**src/rtl/bpa_pgdiv.sv**
```systemverilog
// ----------------------------------------------------------------------------
// bpa_pgdiv
// split of a page number into map word and bit by reciprocal multiplication
// ----------------------------------------------------------------------------
`default_nettype none

module bpa_pgdiv #(
	parameter int DIVIDEND_W = 20,
	parameter int DIVISOR    = 32
) (
	input  wire logic                          clk,
	input  wire logic                          arst_n,
	input  wire logic                          start,
	input  wire logic [DIVIDEND_W-1:0]         dividend,
	output logic                               done,
	output logic      [DIVIDEND_W-1:0]         quot,
	output logic      [$clog2(DIVISOR)-1:0]    rem
);

	localparam int RW  = $clog2(DIVISOR);
	localparam int SH  = DIVIDEND_W + RW;
	localparam int MW  = DIVIDEND_W + 1;
	localparam int PRW = DIVIDEND_W + MW;

	// ceil(2^SH / DIVISOR), exact quotient for every dividend of DIVIDEND_W bits
	localparam logic [MW-1:0] RECIP =
		MW'(((64'd1 << SH) + 64'(DIVISOR) - 64'd1) / 64'(DIVISOR));

	logic                  pend_q;
	logic                  done_q;
	logic [DIVIDEND_W-1:0] num_q;
	logic [DIVIDEND_W-1:0] quot_q;
	logic [PRW-1:0]        prod;

	// dividend registered first, quotient registered in the cycle after
	assign prod = PRW'(num_q) * PRW'(RECIP);

	always_ff @(posedge clk or negedge arst_n) begin
		if (!arst_n) begin
			pend_q <= 1'b0;
			done_q <= 1'b0;
		end else begin
			pend_q <= start;
			done_q <= pend_q;
		end
	end

	always_ff @(posedge clk) begin
		if (start) begin
			num_q <= dividend;
		end
		if (pend_q) begin
			quot_q <= DIVIDEND_W'(prod[PRW-1:SH]);
		end
	end

	assign done = done_q;
	assign quot = quot_q;
	// remainder is below the divisor, so the low bits are enough
	assign rem  = num_q[RW-1:0] - RW'(quot_q * DIVIDEND_W'(DIVISOR));

endmodule

`default_nettype wire

```
**config.mk**
```make
export PLATFORM = sky130hd
export DESIGN_NAME = bpa_pgdiv
export DESIGN_NICKNAME = d
export VERILOG_FILES = /design/src/rtl/bpa_pgdiv.sv
export SDC_FILE = /design/constraint.sdc
export NUM_CORES = 1
export LEC_CHECK = 0
export BUFFER_PORTS_ARGS = -buffer_cell sky130_fd_sc_hd__buf_2
export CAP_MARGIN = 10
export CORE_MARGIN = 5
export CORE_UTILIZATION = 45
export CTS_BUF_LIST = sky130_fd_sc_hd__clkbuf_8 sky130_fd_sc_hd__clkbuf_16
export CTS_CLUSTER_SIZE = 40
export DETAILED_ROUTE_END_ITERATION = 16
export PLACE_DENSITY = 0.75
export SYNTH_ARGS = -nofsm -noshare
export SYNTH_HDL_FRONTEND = slang
export SYNTH_SLANG_ARGS = --single-unit
```
**constraint.sdc**
```tcl
create_clock -name clk -period 2.8 [get_ports clk]
set_input_delay 0.7 -clock clk [delete_from_list [all_inputs] [get_ports clk]]
set_output_delay 0.7 -clock clk [all_outputs]
set_load 0.1 [all_outputs]
```
==> metrics.log <==
INFO  metric core.rowCount = 18
INFO  metric worst-slew-pin-transition = between 0.6 and 0.7 ns
INFO  metric crit_slowest_cell = sky130_fd_sc_hd__buf_2
INFO  metric die-width = 61.21 um
INFO  metric yosys_warnings = 0
INFO  metric placedCellCount = roughly 120
INFO  metric critPathMaxFanout = 1
INFO  metric worst_skew_pair.late_latency = between 0.2 and 0.3 ns
INFO  metric cts_setup_buffers = 0
INFO  metric leakagePower = 0.5941 nW
INFO  metric grt_first_pass_wirelength = around 2.6 mm
INFO  metric die_area = between 0.003 and 0.004 mm^2
INFO  metric grt_remaining_overflow = 0
INFO  metric grt_start_max_net_pins = 22
INFO  metric worst_path_largest_cell_delay = 0.42 ns
INFO  metric min_path_type = in -> async
INFO  metric max-cap-violations = 0
INFO  metric antenna_diode_count = 0
INFO  metric flow.area_growth_from_synthesis = 22.80%
INFO  metric drt_pass1_iterations = 2
INFO  metric synth.ff_latch_count = 37
INFO  metric residual_drc = 0
INFO  metric inserted_clock_buffers = 5
INFO  metric layout.cells.most_common_list = 43 x sky130_fd_sc_hd__buf_2, 35 x sky130_fd_sc_hd__edfxtp_1, 5 x sky130_fd_sc_hd__conb_1, 5 x sky130_fd_sc_hd__clkbuf_8, 2 x sky130_fd_sc_hd__dfrtp_1
INFO  metric start_util = between 40% and 50%
INFO  metric most_common_cell_after_layout_fill_and_taps_aside = sky130_fd_sc_hd__buf_2
INFO  metric synth_cell_type_count = 4
INFO  metric worst_ir_drop_vdd = roughly 540 uV
INFO  metric crit_family = buffers and inverters
INFO  metric mappedNetlistArea = around 0.0012 mm^2
INFO  metric root_buffer = sky130_fd_sc_hd__clkbuf_8
INFO  metric io_buffer_count = 43
INFO  metric final-max-slew-violation-count = 0
INFO  metric critical_path.n_buffers_inverters = 1
INFO  metric cts.repair.resized = 0
INFO  metric cts_hold_repair.buffers = 0
INFO  metric chipHeight = 61.21 um
INFO  metric headroom_to_the_max_slew_limit = roughly three fifths
INFO  metric run_status = finished, final reports clean
INFO  metric final-hold-violation-count = 0
INFO  metric rsz_0062_raised_after_global_routing = false
INFO  metric pwr_density_cell = roughly 870 mW/mm^2
INFO  metric synth_seq_area_share = 93.32%
INFO  metric setup-violations-final = 0
INFO  metric clock_sinks = 37
INFO  metric syn_area_per_cell = roughly 25 um^2
INFO  metric critical_path.endpoint_type = primary output
INFO  metric fin_util = just under 60%
INFO  metric final_cycle_share = 61.83%
INFO  metric route.detailed.wl_per_inst = 14.37 um
INFO  metric tritoncts = yes
INFO  metric antenna_found_initial = 0
INFO  metric core = between 0.002 and 0.0025 mm^2
INFO  metric antenna_left = 0
INFO  metric fin_setup_tns = 0 ns
INFO  metric critical_path_arrival = between 1 and 1.5 ns
INFO  metric finalWirelength = ~1.8 mm
INFO  metric ctsHtreeMaxLevel = 2
INFO  metric viasPerCell = 4.590
INFO  metric cts.reportedPaths.clkPinSlew = approximately 0.060 ns
INFO  metric fmaxAchievable = roughly 0.58 GHz
INFO  metric post_route_cells_drive_above_1_share = a little over half
INFO  metric clock_tree.buffer_depth = 2
INFO  metric grt_pass1_vias = 604
INFO  metric design.final.nets = 115
INFO  metric finClkSkew = between 0.007 and 0.008 ns
INFO  metric worstSetupStartpointType = register
INFO  metric layoutNonFillerInstCount = approximately 120
INFO  metric timing.critical_path.cells = buf_2
INFO  metric place.gp.congestion = between 0.6 and 0.7
INFO  metric timing_worst_setup_path_type = reg -> out
INFO  metric drt_iter0_markers = 23
INFO  metric finalCriticalPeriod = approximately 1.7 ns
INFO  metric detailroute.via_count = 560
INFO  metric number_of_ports_placed_on_the_die_boundary = 49
INFO  metric nFillCells = just under 200
INFO  metric critical_path_required = approximately 2.1 ns
INFO  metric grt_util_all_layers = ~11%
INFO  metric synthCells = between 40 and 50
-- final timing paths --
| check | cells past startpoint | slack (ns) | start | endpoint |
|---|---|---|---|---|
| worst max-delay path | 1 | 1.07 | quot[14]$_DFFE_PP_ | quot[14] |
| worst min-delay path | 1 | 0.21 | arst_n | pend_q$_DFF_PN0_ |
| worst max register to register | 0 | 1.70 | pend_q$_DFF_PN0_ | quot[9]$_DFFE_PP_ |
| worst min register to register | 0 | 0.42 | num_q[18]$_DFFE_PP_ | quot[13]$_DFFE_PP_ |
| max in group asynchronous | 1 | 2.50 | arst_n | done$_DFF_PN0_ |
| min in group clk | 0 | 0.42 | num_q[18]$_DFFE_PP_ | quot[13]$_DFFE_PP_ |
-- layer usage --
layer | wire (um) | GRT usage [%]
met3 | 179 | 5.451
met5 | 0 | 0
met1 | 584 | 9.014
met2 | 966 | 20.09
met4 | 22 | 5.573
-- state kept, by name (all words and copies together), names as in the netlist --
| signal | flops |
|---|---|
| done | 1 |
| num_q | 20 |
| pend_q | 1 |
| quot | 15 |
-- area by class of cell --
type	instances	area, um^2	share of cell area [%]
clock buffers	5	68.82	4.750
well taps	30	37.54	2.591
repair buffers	43	215.2	14.85
multi-input cells	5	18.77	1.295
clock inverters	2	7.507	0.5181
flip-flops and latches	37	1101	75.99
-- per-stage QoR --
stage	cell area, um^2	total power, mW	hold slack [ns]	setup slack, ns
6_report	1449	1.263	0.2061	1.069
5_1_grt	1449	1.312	0.1856	1.014
4_1_cts	1449	1.278	0.1957	1.041
3_5_place_dp	1373	0.9573	0.4066	1.347
3_3_place_gp	1373	0.9512	0.4013	1.361
2_1_floorplan	1195	0.9205	0.4003	1.196
-- Yosys cell counts --
library cell	count	share of area, %
sky130_fd_sc_hd__buf_4	10	6.4
sky130_fd_sc_hd__conb_1	1	0.32
sky130_fd_sc_hd__dfrtp_1	2	4.2
sky130_fd_sc_hd__edfxtp_1	35	89
-- report_power, final --
group / total (mW) / switching (mW) / internal [mW] / leakage, nW
Clock: 0.320 / 0.156 / 0.164 / 0.0428
Combinational: 0.270 / 0.242 / 0.0275 / 0.185
Sequential: 0.673 / 0.0153 / 0.658 / 0.366
-- cell families after synthesis --
logic type | after synthesis | synth area share, %
DFF | 37 | 93.32
other | 1 | 0.3178
buffers and inverters | 10 | 6.363
(Power assumes the default switching activity.)
